==> src/rtl/incremental_pi_speed_control_defines.svh <==
// ============================================================================
// Assertion macros for the incremental PI speed control block
// Shared concurrent assertion forms, clocked on clk and disabled in reset.
// ============================================================================
`ifndef INCREMENTAL_PI_SPEED_CONTROL_DEFINES_SVH
`define INCREMENTAL_PI_SPEED_CONTROL_DEFINES_SVH

// Consequent must hold in the same cycle as the antecedent.
`define IPSC_ASSERT_IMP(lbl, ante, cons, msg) \
    lbl: assert property (@(posedge clk) disable iff (!rst_n) (ante) |-> (cons)) \
        else $error(msg);

// Consequent must hold in the cycle after the antecedent.
`define IPSC_ASSERT_NXT(lbl, ante, cons, msg) \
    lbl: assert property (@(posedge clk) disable iff (!rst_n) (ante) |=> (cons)) \
        else $error(msg);

`endif

==> src/rtl/ipsc_pkg.sv <==
// ============================================================================
// ipsc_pkg
// Widths, codes and item types shared by the PI speed control modules.
// ============================================================================
package ipsc_pkg;

    localparam int COUNT_W  = 11;
    localparam int TARGET_W = 16;
    localparam int GAIN_W   = 20;
    localparam int DUTY_W   = 10;
    localparam int ERR_W    = 19;
    localparam int DERR_W   = 20;
    localparam int PROD_P_W = GAIN_W + 1 + DERR_W;
    localparam int PROD_I_W = GAIN_W + 1 + ERR_W;
    localparam int SUM_W    = PROD_P_W + 1;
    localparam int DELTA_W  = 16;
    localparam int STEP_LIMIT = 100;
    localparam int TDATA_IN_W  = 16;
    localparam int TDATA_OUT_W = 16;
    localparam int APB_ADDR_W  = 4;
    localparam int APB_DATA_W  = 32;

    localparam logic [TARGET_W-1:0] TARGET_RESET   = 16'd6672;
    localparam logic [GAIN_W-1:0]   GAIN_P_RESET   = 20'd8192;
    localparam logic [GAIN_W-1:0]   GAIN_I_RESET   = 20'd82;

    typedef enum logic [1:0] {
        MODE_STOP = 2'd0,
        MODE_FWD  = 2'd1,
        MODE_BWD  = 2'd2,
        MODE_HOLD = 2'd3
    } mode_t;

    typedef enum logic [1:0] {
        REG_TARGET = 2'd0,
        REG_GAIN_P = 2'd1,
        REG_GAIN_I = 2'd2,
        REG_MODE   = 2'd3
    } reg_idx_t;

    typedef struct packed {
        logic [TARGET_W-1:0] target;
        logic [GAIN_W-1:0]   gain_p;
        logic [GAIN_W-1:0]   gain_i;
        mode_t               mode;
    } cfg_t;

    typedef struct packed {
        logic                     stop;
        logic signed [ERR_W-1:0]  err;
        logic signed [DERR_W-1:0] derr;
    } err_item_t;

    typedef struct packed {
        logic                       stop;
        logic signed [PROD_P_W-1:0] prod_p;
        logic signed [PROD_I_W-1:0] prod_i;
    } prod_item_t;

    typedef struct packed {
        logic                      stop;
        logic signed [DELTA_W-1:0] delta;
    } delta_item_t;

endpackage

==> src/rtl/ipsc_err.sv <==
// ============================================================================
// ipsc_err
// Input register stage: forms the speed error and its change per period.
// ============================================================================
`include "incremental_pi_speed_control_defines.svh"

module ipsc_err (
    input  logic                            clk,
    input  logic                            rst_n,
    input  ipsc_pkg::cfg_t                  cfg,
    input  logic                            in_valid,
    output logic                            in_ready,
    input  logic [ipsc_pkg::COUNT_W-1:0]    count,
    output logic                            out_valid,
    input  logic                            out_ready,
    output ipsc_pkg::err_item_t             out_item
);
    import ipsc_pkg::*;

    logic                    valid_reg;
    logic                    valid_next;
    err_item_t               item_reg;
    err_item_t               item_next;
    logic signed [ERR_W-1:0] prev_err_reg;
    logic [COUNT_W-1:0]      mag;
    logic signed [ERR_W-1:0] err_meas;
    logic                    load;

    assign in_ready = !valid_reg || out_ready;
    assign load     = in_valid && in_ready;

    // A count of -1024 negates to 1024, which still fits as unsigned.
    assign mag      = count[COUNT_W-1] ? (~count + 1'b1) : count;
    assign err_meas = $signed(ERR_W'(cfg.target) - {mag, 8'd0});

    always_comb
    begin
        item_next.stop = 1'b0;
        item_next.err  = prev_err_reg;
        item_next.derr = '0;
        unique case (cfg.mode)
            MODE_STOP:
            begin
                item_next.stop = 1'b1;
                item_next.err  = '0;
            end
            MODE_FWD, MODE_BWD:
            begin
                item_next.err  = err_meas;
                item_next.derr = DERR_W'(err_meas) - DERR_W'(prev_err_reg);
            end
            MODE_HOLD:
            begin
                // The error is not refreshed; only the integral term acts.
                item_next.err = prev_err_reg;
            end
            default:
            begin
                item_next.err = prev_err_reg;
            end
        endcase
    end

    always_comb
    begin
        if (in_valid && in_ready)
            valid_next = 1'b1;
        else if (out_ready)
            valid_next = 1'b0;
        else
            valid_next = valid_reg;
    end

    always_ff @(posedge clk or negedge rst_n)
    begin
        if (!rst_n)
        begin
            valid_reg    <= 1'b0;
            prev_err_reg <= '0;
        end
        else
        begin
            valid_reg <= valid_next;
            if (load)
                prev_err_reg <= item_next.err;
        end
    end

    always_ff @(posedge clk)
    begin
        if (load)
            item_reg <= item_next;
    end

    assign out_valid = valid_reg;
    assign out_item  = item_reg;

    `IPSC_ASSERT_NXT(a_stop_clears_err, load && cfg.mode == MODE_STOP, prev_err_reg == '0, "stop did not clear the previous error")
    `IPSC_ASSERT_IMP(a_err_tracks_item, valid_reg && !item_reg.stop, item_reg.err == prev_err_reg || in_valid, "held error word disagrees with the error state")

endmodule

==> src/rtl/ipsc_step.sv <==
// ============================================================================
// ipsc_step
// Gain products, then the clamped and floored step change in Q.8.
// ============================================================================
module ipsc_step #(
    parameter int GAIN_FRAC_BITS = 12
) (
    input  logic                  clk,
    input  logic                  rst_n,
    input  ipsc_pkg::cfg_t        cfg,
    input  logic                  in_valid,
    output logic                  in_ready,
    input  ipsc_pkg::err_item_t   in_item,
    output logic                  out_valid,
    input  logic                  out_ready,
    output ipsc_pkg::delta_item_t out_item
);
    import ipsc_pkg::*;

    localparam logic signed [SUM_W-1:0] LIMIT =
        SUM_W'(STEP_LIMIT) <<< (8 + GAIN_FRAC_BITS);

    logic                    prod_valid_reg;
    logic                    prod_valid_next;
    prod_item_t              prod_reg;
    prod_item_t              prod_next;
    logic                    prod_ready;
    logic                    delta_valid_reg;
    logic                    delta_valid_next;
    delta_item_t             delta_reg;
    delta_item_t             delta_next;
    logic signed [SUM_W-1:0] sum;
    logic signed [SUM_W-1:0] sum_clamped;

    assign in_ready   = !prod_valid_reg || prod_ready;
    assign prod_ready = !delta_valid_reg || out_ready;

    always_comb
    begin
        prod_next.stop   = in_item.stop;
        prod_next.prod_p = $signed({1'b0, cfg.gain_p}) * in_item.derr;
        prod_next.prod_i = $signed({1'b0, cfg.gain_i}) * in_item.err;
    end

    assign sum = SUM_W'(prod_reg.prod_p) + SUM_W'(prod_reg.prod_i);

    always_comb
    begin
        priority if (sum > LIMIT)
            sum_clamped = LIMIT;
        else if (sum < -LIMIT)
            sum_clamped = -LIMIT;
        else
            sum_clamped = sum;
    end

    // Taking the bits above the fraction of a two's complement word floors it.
    always_comb
    begin
        delta_next.stop  = prod_reg.stop;
        delta_next.delta = sum_clamped[GAIN_FRAC_BITS+DELTA_W-1:GAIN_FRAC_BITS];
    end

    always_comb
    begin
        if (in_valid && in_ready)
            prod_valid_next = 1'b1;
        else if (prod_ready)
            prod_valid_next = 1'b0;
        else
            prod_valid_next = prod_valid_reg;

        if (prod_valid_reg && prod_ready)
            delta_valid_next = 1'b1;
        else if (out_ready)
            delta_valid_next = 1'b0;
        else
            delta_valid_next = delta_valid_reg;
    end

    always_ff @(posedge clk or negedge rst_n)
    begin
        if (!rst_n)
        begin
            prod_valid_reg  <= 1'b0;
            delta_valid_reg <= 1'b0;
        end
        else
        begin
            prod_valid_reg  <= prod_valid_next;
            delta_valid_reg <= delta_valid_next;
        end
    end

    always_ff @(posedge clk)
    begin
        if (in_valid && in_ready)
            prod_reg <= prod_next;
        if (prod_valid_reg && prod_ready)
            delta_reg <= delta_next;
    end

    assign out_valid = delta_valid_reg;
    assign out_item  = delta_reg;

endmodule

==> src/rtl/ipsc_accum.sv <==
// ============================================================================
// ipsc_accum
// Duty accumulator with saturation and the registered duty output.
// ============================================================================
`include "incremental_pi_speed_control_defines.svh"

module ipsc_accum #(
    parameter int DUTY_MAX = 1023
) (
    input  logic                           clk,
    input  logic                           rst_n,
    input  logic                           in_valid,
    output logic                           in_ready,
    input  ipsc_pkg::delta_item_t          in_item,
    output logic                           out_valid,
    input  logic                           out_ready,
    output logic [ipsc_pkg::DUTY_W-1:0]    duty
);
    import ipsc_pkg::*;

    localparam int ACC_W = $clog2(DUTY_MAX * 256 + 1);
    localparam logic signed [ACC_W+1:0] ACC_MAX = (ACC_W + 2)'(DUTY_MAX * 256);

    logic                    valid_reg;
    logic                    valid_next;
    logic [ACC_W-1:0]        acc_reg;
    logic [ACC_W-1:0]        acc_next;
    logic [DUTY_W-1:0]       duty_reg;
    logic [DUTY_W-1:0]       duty_next;
    logic signed [ACC_W+1:0] acc_sum;
    logic                    load;

    assign in_ready = !valid_reg || out_ready;
    assign load     = in_valid && in_ready;

    assign acc_sum = $signed({2'b00, acc_reg}) + (ACC_W + 2)'(in_item.delta);

    always_comb
    begin
        priority if (in_item.stop)
            acc_next = '0;
        else if (acc_sum < 0)
            acc_next = '0;
        else if (acc_sum > ACC_MAX)
            acc_next = ACC_MAX[ACC_W-1:0];
        else
            acc_next = acc_sum[ACC_W-1:0];
    end

    assign duty_next = DUTY_W'(acc_next >> 8);

    always_comb
    begin
        if (load)
            valid_next = 1'b1;
        else if (out_ready)
            valid_next = 1'b0;
        else
            valid_next = valid_reg;
    end

    always_ff @(posedge clk or negedge rst_n)
    begin
        if (!rst_n)
        begin
            valid_reg <= 1'b0;
            acc_reg   <= '0;
        end
        else
        begin
            valid_reg <= valid_next;
            if (load)
                acc_reg <= acc_next;
        end
    end

    always_ff @(posedge clk)
    begin
        if (load)
            duty_reg <= duty_next;
    end

    assign out_valid = valid_reg;
    assign duty      = duty_reg;

    `IPSC_ASSERT_IMP(a_acc_in_range, 1'b1, {2'b00, acc_reg} <= ACC_MAX, "duty accumulator above its limit")
    `IPSC_ASSERT_IMP(a_duty_matches_acc, valid_reg, duty_reg == DUTY_W'(acc_reg >> 8), "duty word disagrees with the accumulator")
    `IPSC_ASSERT_NXT(a_stop_zero_duty, load && in_item.stop, acc_reg == '0 && duty_reg == '0, "stop word did not clear the duty")

endmodule

==> src/rtl/incremental_pi_speed_control.sv <==
// A word accepted on s_axis passes the error, product, step and duty registers before its duty shows on m_axis.
// Throughput: one word per cycle while m_axis is ready; the error update and the
// accumulator add and clamp are each closed within a single stage.
// Back-pressure stalls only the stages that are full, so bubbles close up.
// Reset clears the error and duty state, empties the pipeline and restores the
// default target, gains and stop mode.
// ============================================================================
// incremental_pi_speed_control
// Velocity-form PI speed regulator: pulse count words in, PWM duty words out.
// ============================================================================
module incremental_pi_speed_control #(
    parameter int GAIN_FRAC_BITS = 12,
    parameter int DUTY_MAX       = 1023
) (
    input  logic                                 clk,
    input  logic                                 rst_n,
    // tdata[10:0] pulse_count, tdata[15:11] zero
    input  logic [ipsc_pkg::TDATA_IN_W-1:0]      s_axis_tdata,
    input  logic                                 s_axis_tvalid,
    output logic                                 s_axis_tready,
    // tdata[9:0] duty, tdata[15:10] zero
    output logic [ipsc_pkg::TDATA_OUT_W-1:0]     m_axis_tdata,
    output logic                                 m_axis_tvalid,
    input  logic                                 m_axis_tready,
    input  logic                                 psel,
    input  logic                                 penable,
    input  logic                                 pwrite,
    input  logic [ipsc_pkg::APB_ADDR_W-1:0]      paddr,
    input  logic [ipsc_pkg::APB_DATA_W-1:0]      pwdata,
    output logic [ipsc_pkg::APB_DATA_W-1:0]      prdata,
    output logic                                 pready
);
    import ipsc_pkg::*;

    cfg_t        cfg_reg;
    reg_idx_t    reg_idx;
    logic        cfg_write;
    logic        err_valid;
    logic        err_ready;
    err_item_t   err_item;
    logic        delta_valid;
    logic        delta_ready;
    delta_item_t delta_item;
    logic [DUTY_W-1:0] duty;

    assign pready    = 1'b1;
    assign reg_idx   = reg_idx_t'(paddr[APB_ADDR_W-1:2]);
    assign cfg_write = psel && penable && pwrite && pready;

    always_ff @(posedge clk or negedge rst_n)
    begin
        if (!rst_n)
        begin
            cfg_reg.target <= TARGET_RESET;
            cfg_reg.gain_p <= GAIN_P_RESET;
            cfg_reg.gain_i <= GAIN_I_RESET;
            cfg_reg.mode   <= MODE_STOP;
        end
        else if (cfg_write)
        begin
            unique case (reg_idx)
                REG_TARGET: cfg_reg.target <= pwdata[TARGET_W-1:0];
                REG_GAIN_P: cfg_reg.gain_p <= pwdata[GAIN_W-1:0];
                REG_GAIN_I: cfg_reg.gain_i <= pwdata[GAIN_W-1:0];
                REG_MODE:   cfg_reg.mode   <= mode_t'(pwdata[1:0]);
                default:    cfg_reg.mode   <= cfg_reg.mode;
            endcase
        end
    end

    always_comb
    begin
        unique case (reg_idx)
            REG_TARGET: prdata = APB_DATA_W'(cfg_reg.target);
            REG_GAIN_P: prdata = APB_DATA_W'(cfg_reg.gain_p);
            REG_GAIN_I: prdata = APB_DATA_W'(cfg_reg.gain_i);
            REG_MODE:   prdata = APB_DATA_W'(cfg_reg.mode);
            default:    prdata = '0;
        endcase
    end

    ipsc_err u_err (
        .clk       (clk),
        .rst_n     (rst_n),
        .cfg       (cfg_reg),
        .in_valid  (s_axis_tvalid),
        .in_ready  (s_axis_tready),
        .count     (s_axis_tdata[COUNT_W-1:0]),
        .out_valid (err_valid),
        .out_ready (err_ready),
        .out_item  (err_item)
    );

    ipsc_step #(
        .GAIN_FRAC_BITS (GAIN_FRAC_BITS)
    ) u_step (
        .clk       (clk),
        .rst_n     (rst_n),
        .cfg       (cfg_reg),
        .in_valid  (err_valid),
        .in_ready  (err_ready),
        .in_item   (err_item),
        .out_valid (delta_valid),
        .out_ready (delta_ready),
        .out_item  (delta_item)
    );

    ipsc_accum #(
        .DUTY_MAX (DUTY_MAX)
    ) u_accum (
        .clk       (clk),
        .rst_n     (rst_n),
        .in_valid  (delta_valid),
        .in_ready  (delta_ready),
        .in_item   (delta_item),
        .out_valid (m_axis_tvalid),
        .out_ready (m_axis_tready),
        .duty      (duty)
    );

    assign m_axis_tdata = TDATA_OUT_W'(duty);

endmodule

==> config.mk <==
export PLATFORM = sky130hd
export DESIGN_NAME = incremental_pi_speed_control
export DESIGN_NICKNAME = d
export VERILOG_FILES = /design/src/rtl/ipsc_pkg.sv /design/src/rtl/ipsc_err.sv /design/src/rtl/ipsc_step.sv /design/src/rtl/ipsc_accum.sv /design/src/rtl/incremental_pi_speed_control.sv
export VERILOG_INCLUDE_DIRS = /design/src /design/src/rtl
export SDC_FILE = /design/constraint.sdc
export NUM_CORES = 2
export LEC_CHECK = 0
export ABC_AREA = 1
export BUFFER_PORTS_ARGS = -buffer_cell sky130_fd_sc_hd__buf_4
export CORE_AREA = 2 2 353 215
export DETAILED_ROUTE_END_ITERATION = 8
export DIE_AREA = 0 0 355 217
export HOLD_SLACK_MARGIN = 0.12
export PLACE_DENSITY = 0.82
export SYNTH_ARGS = -nofsm -noshare
export SYNTH_HDL_FRONTEND = slang
export SYNTH_HIERARCHICAL = 1
export SYNTH_SLANG_ARGS = --single-unit
==> constraint.sdc <==
create_clock -name clk -period 7.9 [get_ports clk]
set_input_delay 0.79 -clock clk [delete_from_list [all_inputs] [get_ports clk]]
set_output_delay 0.79 -clock clk [all_outputs]
set_load 0.02 [all_outputs]
==> results.sh <==
export IMPL_status="finished, final reports clean"
export IMPL_cts_repair_resize_count=0
export IMPL_grt_overflow=0
export IMPL_port_buffers=71
export IMPL_yosys_warnings=6
export IMPL_signed_area_change_from_the_synthesized_netlist_to_the_final_layout_pct=5.081
export IMPL_synth_edff_count=149
export IMPL_grt_pass1_vias=36640
export IMPL_cp_common_cell="fa_1"
export IMPL_skew_ns=0.02370
export IMPL_timing_setup_tns_ns=0
export IMPL_antenna_found_initial=2
export IMPL_async_flop_share_pct=39.92
export IMPL_post_synth_top_area_cell="fa_1"
export IMPL_tightestPinTransition_ns=1.215
export IMPL_place_hpwl_um=100600
export IMPL_yosys_area_top_type_share_pct=28.74
export IMPL_area_of_the_mapped_netlist_um2=43880
export IMPL_holdBufCountCts=0
export IMPL_placement_rows=78
export IMPL_sink_count=248
export IMPL_critical_path_slowest_cell="edfxtp_1"
export IMPL_largest_reg_flops=81
export IMPL_crit_path_start_kind="register"
export IMPL_fmax_ghz=0.1367
export IMPL_timing_worst_setup_path_type="register to register"
export IMPL_postSynthRegisterBits=248
export IMPL_initial_standard_cell_utilization_of_the_core_pct=59.00
export IMPL_drt_iter0_markers=4121
export IMPL_rsz0062_at_grt="no"
export IMPL_hold_path_class="input port to async pin"
export IMPL_cts_max_path_buffers=3
export IMPL_grt_max_degree=73
export IMPL_synth_xor_area_share_pct=1.891
export IMPL_grt_use_total_pct=33.02
export IMPL_max_slew_margin_rel_pct=18.98
export IMPL_setup_worst_path_end_class="register"
export IMPL_vias_per_cell=5.440
export IMPL_final_layout_size_suffix_gt1_share_pct=5.554
export IMPL_design_final_nets=6860
export IMPL_drcViolationCount=0
export IMPL_critPathArrivalTime_ns=7.69
export IMPL_width_of_the_chip_um=355
export IMPL_final_critical_path_time_including_i_o_delays_and_setup_ns=7.316
export IMPL_synth_compound_area_share_pct=4.830
export IMPL_ys_types=65
export IMPL_post_synth_mux_area_share_pct=0
export IMPL_insertedDiodeCount=0
export IMPL_detail_route_first_pass_iterations=6
export IMPL_ys_dominant_reg_cell="edfxtp_1"
export IMPL_design_core_area_um2=74370
export IMPL_routed_via_count=36790
export IMPL_crit_fanout=20
export IMPL_synth_yosys_seq_area_share_pct=15.87
export IMPL_clock_tree_from_tritoncts="done"
export IMPL_avgSynthCellArea_um2=7.591
export IMPL_worst_skew_pair_late_latency_ns=0.57
export IMPL_netlist_top_cells_area="fa_1 29%, nand2_1 15%, inv_1 13%, ha_1 12%, edfxtp_1 10%"
export IMPL_detail_route_antenna_nets=0
export IMPL_yosys_area_share_simple_pct=21.05
export IMPL_routabilityCongestion=0.9781
export IMPL_final_hold_viol_count=0
export IMPL_finalCritPeriodShare_pct=92.60
export IMPL_crit_path_cell_trace="nand2_1 > fa_1 > inv_1 > fa_1 > inv_1 > fa_1 > inv_1 > fa_1 > fa_1 > fa_1 > fa_1 > ha_1 > nand2_1 > nor2_1 > inv_1 > nor2_1 > inv_1 > nor4b_1 > a21oi_1 > o21bai_1 > xor2_1"
export IMPL_htreeDepth=1
export IMPL_synth_adder_area_share_pct=40.92
export IMPL_grt_first_pass_wirelength_um=198100
export IMPL_timing_max_transition_violations_final=0
export IMPL_critical_path_top_delay_family="adder cells"
export IMPL_required_ns=8.28
export IMPL_worst_setup_hold_path_clk_slew_ns=0.08
export IMPL_setup_viol=0
export IMPL_netlist_instances=5780
export IMPL_count_of_pins_on_the_block_boundary=110
export IMPL_floorplan_die_height_um=217
export IMPL_design_die_area_um2=77040
export IMPL_critical_path_buf_inv_count=5
export IMPL_timing_max_cap_violations=0
export IMPL_dominant_combinational_cell_family_by_area_after_synthesis="adder cells"
export IMPL_crit_path_largest_cell_delay_ns=1.08
export IMPL_total_cts_buffers=25
export IMPL_route_final_wire_length_um=125300
export IMPL_wl_per_cell_um=18.54
export IMPL_clockRootBuffer="clkbuf_16"
export IMPL_post_cts_setup_buffer_count=0
==> kinds of logic after synthesis <==
kind of cell | after synthesis
XOR/XNOR | 93
flip-flops | 248
adder cells (fa/ha/maj) | 1057
AND/OR/NAND/NOR | 2257
other | 2
AO/OA/AOI/OAI | 373
buffers and inverters | 1750
==> Yosys cell counts, types with 3 or more instances <==
cell type	number
nand3_2	9
clkbuf_1	157
ha_1	427
a31oi_1	28
buf_1	10
a21oi_1	183
dfstp_2	8
inv_4	4
a221oi_1	3
o221ai_1	3
clkinv_1	3
o21a_1	9
nor3_2	4
and2_1	4
inv_2	18
dfrtp_1	91
xnor2_1	28
buf_2	4
nor2_4	3
a21oi_2	6
a21o_1	12
fa_1	630
or2_2	19
nand2_1	1727
nor2_1	211
a21boi_0	6
o31ai_1	4
nand4_1	25
buf_6	12
nand2_4	6
o21bai_1	11
inv_1	1516
nand3b_1	17
nor2_2	25
o21ai_0	83
nor4_1	6
nand3_1	140
edfxtp_1	149
o21ai_1	8
nand2_2	31
nor3_1	21
xor2_1	63
buf_4	25
==> metrics by stage <==
stage / hold slack (ns) / instance area [µm²] / setup slack, ns / utilization, % / std cells
2_1_floorplan: 0.4003 / 43940 / 1.536 / - / 5797
3_3_place_gp: 0.4289 / 45190 / 0.8934 / 60.77 / 6717
3_5_place_dp: 0.4523 / 45190 / 0.7856 / 60.77 / 6717
4_1_cts: 0.2149 / 46110 / 0.7609 / 62.00 / 6762
5_1_grt: 0.2447 / 46110 / 0.1823 / 62.00 / 6762
6_report: 0.2212 / 46110 / 0.5844 / 62.00 / 6762
==> per-layer routing <==
metal	up-vias	part of all wire [%]	GRT usage (%)
met4	6	3.1	8.927
li1	16880	-	-
met1	17440	43	48.14
met3	269	14	11.79
met5	-	0.073	0.6250
met2	2196	40	46.29
==> final timing paths <==
path | end | cells past startpoint | slack (ns) | start
worst max-delay path | u_step/prod_reg[71] | 21 | 0.58 | u_err/out_item[2]
worst min-delay path | u_accum/acc_reg[9] | 1 | 0.22 | rst_n
worst max register to register | u_step/prod_reg[71] | 21 | 0.58 | u_err/out_item[2]
worst min register to register | u_step/out_item[16] | 0 | 0.46 | u_step/delta_next[16]
max in group asynchronous | u_err/prev_err_reg[13] | 2 | 6.34 | rst_n
min in group clk | u_step/out_item[16] | 0 | 0.46 | u_step/delta_next[16]
==> cells in the final DEF (no fill, tap or decap), drive strengths merged, types with 19 or more instances in the layout <==
cell       n
nand3    149
ha       427
dfrtp     91
xor2      64
nand4     26
or2       21
xnor2     29
inv     1545
o21ai     93
nor2     241
a31oi     28
nor3      25
conb      19
nand2   1765
buf      129
a21oi    190
edfxtp   149
clkbuf    29
fa       630
==> area by class of cell <==
type | count | area, µm²
Multi-Input combinational cell | 3799 | 30220
Fill cell | 6434 | 28260
Sequential cell | 248 | 6962
Inverter | 1541 | 5794
Tap cell | 1000 | 1251
Timing Repair Buffer | 129 | 968.4
Clock buffer | 29 | 651.9
Clock inverter | 16 | 265.3
Power is left out: the tool's default activity adds up to more than one toggle a clock period on the data nets, which glitch-free logic cannot reach.
